<file path="config.mk">
export PLATFORM = sky130hd
export DESIGN_NAME = pl_cell
export DESIGN_NICKNAME = d
export VERILOG_FILES = /design/src/rtl/pl_pkg.sv /design/src/rtl/pl_cell.sv
export SDC_FILE = /design/constraint.sdc
export NUM_CORES = 1
export LEC_CHECK = 0
export ABC_AREA = 1
export BUFFER_PORTS_ARGS = -buffer_cell sky130_fd_sc_hd__buf_4
export CAP_MARGIN = 20
export CORE_MARGIN = 4
export CORE_UTILIZATION = 40
export CTS_CLUSTER_DIAMETER = 30
export DETAILED_ROUTE_END_ITERATION = 10
export GPL_ROUTABILITY_DRIVEN = 0
export PLACE_DENSITY_LB_ADDON = 0.08
export SYNTH_ARGS = -nofsm -noshare
export SYNTH_HDL_FRONTEND = slang
export SYNTH_SLANG_ARGS = --single-unit
</file>
<file path="constraint.sdc">
create_clock -name clk -period 5.4 [get_ports clk]
set_input_delay 0.27 -clock clk [delete_from_list [all_inputs] [get_ports clk]]
set_output_delay 0.27 -clock clk [all_outputs]
set_load 0.03 [all_outputs]
</file>
<file path="src/rtl/pl_pkg.sv">
// pl_pkg: shared types and constants of the positional list engine
// no dependencies; imported by the interfaces, the cell and the top level
package pl_pkg;

  localparam int DEPTH     = 64;
  localparam int DATA_W    = 32;
  localparam int POS_W     = 10;
  localparam int CNT_W     = $clog2(DEPTH + 1);
  localparam int OUT_CNT_W = 7;
  // compare width wide enough for both a position and a count
  localparam int CMP_W     = (POS_W > CNT_W) ? POS_W : CNT_W;

  typedef enum logic [1:0] {
    KIND_INSERT    = 2'd0,
    KIND_ERASE     = 2'd1,
    KIND_OVERWRITE = 2'd2,
    KIND_READ      = 2'd3
  } pl_kind_t;

  typedef enum logic [1:0] {
    ST_OK    = 2'd0,
    ST_RANGE = 2'd1,
    ST_FULL  = 2'd2
  } pl_status_t;

  // broadcast from the control to every cell
  typedef struct packed {
    logic                     upd_en;
    pl_kind_t                 kind;
    logic [CMP_W-1:0]         pos;
    logic signed [DATA_W-1:0] val;
  } pl_bcast_t;

endpackage

</file>
<file path="src/rtl/pl_cell.sv">
// pl_cell: one list slot, shifts with its neighbors on insert and erase
// depends on pl_pkg for the broadcast struct and widths
module pl_cell
  import pl_pkg::*;
(
  input  logic                     clk,
  input  logic [CMP_W-1:0]         idx,
  input  pl_bcast_t                bc,
  input  logic signed [DATA_W-1:0] left_in,
  input  logic signed [DATA_W-1:0] right_in,
  output logic signed [DATA_W-1:0] data_out,
  output logic signed [DATA_W-1:0] tap_out
);

  logic signed [DATA_W-1:0] data_r;
  logic signed [DATA_W-1:0] data_nxt;
  logic                     hit;
  logic                     above;

  assign hit   = (idx == bc.pos);
  assign above = (idx > bc.pos);

  always_comb begin
    data_nxt = data_r;
    if (bc.upd_en) begin
      unique case (bc.kind)
        KIND_INSERT: begin
          if (above) data_nxt = left_in;
          else if (hit) data_nxt = bc.val;
        end
        KIND_ERASE: begin
          if (above || hit) data_nxt = right_in;
        end
        KIND_OVERWRITE: begin
          if (hit) data_nxt = bc.val;
        end
        KIND_READ: ;
        default: ;
      endcase
    end
  end

  always_ff @(posedge clk) begin
    data_r <= data_nxt;
  end

  assign data_out = data_r;
  // masked tap so the top can or-reduce the row for a read
  assign tap_out  = hit ? data_r : '0;

endmodule

</file>
==> results of run 1 <==
[cell type report]
type,count,share of cell area
clock buffer,6,0.0143
clock inverter,2,0.00692
inverter,117,0.0868
multi-input combinational,425,0.388
sequential,32,0.190
tap,108,0.0267
timing repair buffer,188,0.287
[synth_stat cells, drive strengths merged]
master and count:
clkbuf 16, inv 87, ha 13, nor2 36, edfxtp 32, o31ai 1
nand4 32, buf 24, clkinv 30, nand2 274, nand3 67, a21oi 2
[stage by stage]
stage | cell area, um^2 | std cells
after floorplan | 3560 | 614
after global placement | 4900 | 868
after global routing | 5060 | 878
after detailed placement | 4920 | 869
after CTS | 5030 | 877
final | 5060 | 878
[layer usage]
layer  global-route usage  part of all wire
met1                0.272              0.40
met2                0.401              0.51
met3               0.0382             0.083
met4               0.0515             0.012
met5                    0                 0
[cell families after synthesis]
logic type | after synthesis | synth area share
adder cells (fa/ha/maj) | 13 | 0.0457
AND/OR/NAND/NOR | 409 | 0.499
AO/OA/AOI/OAI | 3 | 0.00598
flip-flops | 32 | 0.270
buffers and inverters | 157 | 0.180
[worst min path at each step]
stage,from,endpoint,slack [ps]
finish,right_in[6],data_out[6]$_DFFE_PP_,330
global route,right_in[4],data_out[4]$_DFFE_PP_,360
CTS,right_in[6],data_out[6]$_DFFE_PP_,330
detailed placement,right_in[6],data_out[6]$_DFFE_PP_,630
global placement,right_in[4],data_out[4]$_DFFE_PP_,630
floorplan,right_in[22],data_out[22]$_DFFE_PP_,540
[report_power, final]
part           internal, uW  switching, uW  total, uW
Sequential              309           18.3        327
Clock                   137           98.2        235
Combinational           152            223        376
Total                   598            340        938
[worst max-delay path, cell delays in order]
cell and delay, ps:
buf_4 110, ha_1 300, nand2_2 100, nor2_8 460, nand3_2 160, nand3_4 400, nor2_1 130, nor2_4 760
==> results.md, run 1 <==
- Worst hold path class: in2reg
- Fin crit period: 2790 ps
- DRT iter0 DRCs: 210
- Overflow after GRT: 0
- CP Max Fanout: 34
- Nets@finish: 902
- Hold buffer count at CTS: 0
- Die area: 0.0105 mm^2
- Reg2reg start: data_out[0]$_DFFE_PP_
- Cts repair resizes: 0
- Worst reg2reg path depth: 6
- Ports: 184
- Worst Path Required: 5310 ps
- Max Fclk: 0.358 GHz
- FF-to-FF setup slack: 4250 ps
- CTS tree: done
- Register area share after synthesis: 0.270
- Clock sinks: 32
- Row count: 34
- Slew Limit Headroom: 0.350
- Top cells by area, synth: nand2_1 29%, edfxtp_1 27%, inv_1 9.1%
- Vias in the first global route: 4007
- Mapped Area: 0.00356 mm^2
- Final total power: 938 uW
- Leading area contributor after synthesis: nand2_1
- Die Ht: 102 um
- Final period util: 0.517
- Layout cell share with drive strength beyond 1: 0.268
- DP Worst Slack: 2250 ps
- Max-cap violations: 0
- Final ANT Viol Nets: 0
- Clk buf depth: 2
- Clock Root Buffer: clkbuf_8
- DRC: 0
- Initial Utilization: 0.410
- Register bit total from synthesis: 32
- Reg clk slew, reported paths: 70 ps
- Setup ws final: 2610 ps
- Final hold violations: 0
- Post-synthesis cell count: 614
- Fin. max-slew vios: 0
- PortBufs: 183
- Initial antenna violation count: 0
- Maximum vdd ir drop: 100 uV
- Wire length per cell: 13.5 um
- Core Region: 0.00868 mm^2
- Syn Nets: 747
- Die X: 102 um
- Power per Cell Area: 185 mW/mm^2
- Setup bufs post-CTS: 0
- Commonest cells after routing, fill and taps aside: 271 x nand2_1, 186 x buf_4, 86 x inv_1
- Worst slew pin tran: 975 ps
- CP endpoint: data_out[5]$_DFFE_PP_
- Synth-to-layout area growth: 42.2%
- Commonest non-fill, non-tap cell in the layout: nand2_1
- Worst-Skew Late Latency: 290 ps
- DP HPWL: 8210 um
- Global-route wire length before repair: 18600 um
- Largest net degree at the start of global routing: 98
- Multi-input logic area: 0.00197 mm^2
- Via Count: 4225
- Outcome: finished, final reports clean
- FF+latch area: 961 um^2
- Critical Path Start Type: input pin
- Final Util: 0.583
- Crit Path Class: in2reg
- Crit. Startpoint: idx[5]
- Fill cells: 880
- Final setup vio count: 0
- DRT Pass-1 Iters: 4
- Hold slack: 330 ps
- Number of flip-flops in the largest register: 32
- Critical R2R Capture: data_out[0]$_DFFE_PP_
- Yosys warning count: 0
- Mapped Avg Cell Area: 5.80 um^2
- Num CTS Buffers: 5
- CTS H-tree depth: 2
- Post-DR vias/cell: 4.81
- RSZ-0062 raised after global routing: false
- Worst Clk Skew: 0 ps
- GRT Util Overall: 0.221
- Critical Path End Type: flip-flop
- Hold Path Cell Cnt: 5
- CP arrival: 2710 ps
- Post-Route WL: 11900 um
- Synth cell types: 21
- Diodes inserted: 0
- Setup TNS: 0 ps
- Yosys top cell area share: 0.286
- Static Leakage: 0.00301 uW
Power figures use the tool's default switching activity.
==> inputs of run 2 (changes only) <==
Clock period 5.4 ns to 2.6 ns, I/O delays scaled along.
==> results.md, run 2 (synthesized netlist as in run 1, its figures left out) <==
- Critical Path Start Type: input pin (unchanged)
- M1 GR Usage: 0.287 (was 0.272)
- CTS H-tree depth: 2 (unchanged)
- Number of flip-flops in the largest register: 32 (unchanged)
- Cts repair resizes: 0 (unchanged)
- Crit Path Class: in2out (was in2reg)
- CP Max Fanout: 43 (was 34)
- GRT met3 Usage: 0.0355 (was 0.0382)
- Core Region: 0.00868 mm^2 (unchanged)
- Power per Cell Area: 384 mW/mm^2 (was 185 mW/mm^2)
- Ports: 184 (unchanged)
- Worst Path Required: 2470 ps (was 5310 ps)
- Global-route wire length before repair: 19000 um (was 18600 um)
- Max-cap violations: 0 (unchanged)
- Clk buf depth: 2 (unchanged)
- Commonest non-fill, non-tap cell in the layout: nand2_1 (unchanged)
- Layout cell share with drive strength beyond 1: 0.276 (was 0.268)
- Row count: 34 (unchanged)
- Static Leakage: 0.00305 uW (was 0.00301 uW)
- Via Count: 4292 (was 4225)
- PortBufs: 183 (unchanged)
- Die area: 0.0105 mm^2 (unchanged)
- Fin crit period: 1880 ps
- Clock sinks: 32 (unchanged)
- CTS tree: done (unchanged)
- Max Fclk: 0.532 GHz
- Worst slew pin tran: 475 ps (was 975 ps)
- Final Util: 0.590 (was 0.583)
- Critical Path End Type: primary output (was flip-flop)
- GRT Util Overall: 0.226 (was 0.221)
- DRT Pass-1 Iters: 5 (was 4)
- Diodes inserted: 0 (unchanged)
- Fill cells: 858 (was 880)
- Final setup vio count: 0 (unchanged)
- Outcome: finished, final reports clean (unchanged)
- Num CTS Buffers: 5 (unchanged)
- Final ANT Viol Nets: 0 (unchanged)
- Largest net degree at the start of global routing: 54 (was 98)
- Fin. max-slew vios: 0 (unchanged)
- Overflow after GRT: 0 (unchanged)
- Final period util: 0.722
- DP Worst Slack: 396 ps (was 2250 ps)
- Reg clk slew, reported paths: 80 ps (was 70 ps)
- DRC: 0 (unchanged)
- DRT iter0 DRCs: 202 (was 210)
- Worst Clk Skew: 0 ps (unchanged)
- Maximum vdd ir drop: 217 uV (was 100 uV)
- Wire length per cell: 13.6 um (was 13.5 um)
- Clock Root Buffer: clkbuf_8 (unchanged)
- Final hold violations: 0 (unchanged)
- Setup TNS: 0 ps (unchanged)
- Worst-Skew Late Latency: 290 ps (about the same)
- Setup ws final: 722 ps (was 2610 ps)
- CP arrival: 1750 ps (was 2710 ps)
- Initial Utilization: 0.410 (unchanged)
- Setup bufs post-CTS: 0 (unchanged)
- Hold buffer count at CTS: 0 (unchanged)
- Die X: 102 um (unchanged)
- Synth-to-layout area growth: 43.8% (was 42.2%)
- GR peak layer: met2 (unchanged)
- Nets@finish: 910 (was 902)
- Slew Limit Headroom: 0.681 (was 0.350)
- Initial antenna violation count: 0 (unchanged)
- Post-Route WL: 12100 um (was 11900 um)
- RSZ-0062 raised after global routing: false (unchanged)
- DP HPWL: 8570 um (was 8210 um)
- Post-DR vias/cell: 4.84 (was 4.81)
- Vias in the first global route: 4072 (was 4007)
- Commonest cells after routing, fill and taps aside: 271 x nand2_1, 194 x buf_4, 86 x inv_1 (was 271 x nand2_1, 186 x buf_4, 86 x inv_1)
- Met2 usage: 0.398 (was 0.401)
- Final total power: 1960 uW (was 938 uW)
- Die Ht: 102 um (unchanged)
- Worst hold path class: in2reg (unchanged)
[run 2: cell types whose count changed in the layout (fill, tap and decap cells not counted)]
| cell | before | now |
|---|---|---|
| buf_16 | 2 | 1 |
| buf_12 | 0 | 1 |
| clkbuf_1 | 1 | 0 |
| buf_4 | 186 | 194 |
| clkinvlp_4 | 0 | 1 |
[run 2: power breakdown]
part           switching, uW  leakage (uW)  total, uW  internal (uW)
clock network            211     0.0000541        495            284
registers               37.6      0.000305        678            640
logic                    470       0.00269        790            320
total                    719       0.00305       1960           1240
[run 2: cell type report]
type,instances,area (um^2),share of cell area
Timing Repair Buffer,196,1500,0.294
Tap cell,108,135,0.0264
Inverter,117,439,0.0858
Clock inverter,3,42.5,0.00831
Clock buffer,5,68.8,0.0135
Sequential cell,32,961,0.188
Multi-Input combinational cell,425,1970,0.384
[run 2: final timing paths]
path	startpoint	end	slack, ps	cells past startpoint
setup / recovery	idx[7]	tap_out[15]	720	8
hold / removal	right_in[14]	data_out[14]$_DFFE_PP_	190	5
setup reg to reg	data_out[13]$_DFFE_PP_	data_out[13]$_DFFE_PP_	1510	6
hold reg to reg	data_out[14]$_DFFE_PP_	data_out[14]$_DFFE_PP_	800	6
[run 2: stage by stage]
stage,hold slack [ps],instance area (um^2),std cells
after CTS,191,5090,885
after global routing,202,5120,886
after floorplan,400,3560,614
after global placement,490,4980,877
final,195,5120,886
after detailed placement,499,4980,877
[run 2: worst max-delay path, stage by stage]
cell	delay, ps
buf_4	110
ha_1	290
nand2_1	130
nor2_8	290
nand3_4	160
buf_4	300
nor2_1	140
buf_4	170
[run 2: metal layers]
metal | part of all wire | routed length (um) | vias to the layer above
met5 | 0 | 0 | -
met4 | 0.0093 | 113 | 0
met3 | 0.084 | 1010 | 11
met2 | 0.49 | 5980 | 192
met1 | 0.41 | 4980 | 1892
li1 | - | - | 2197
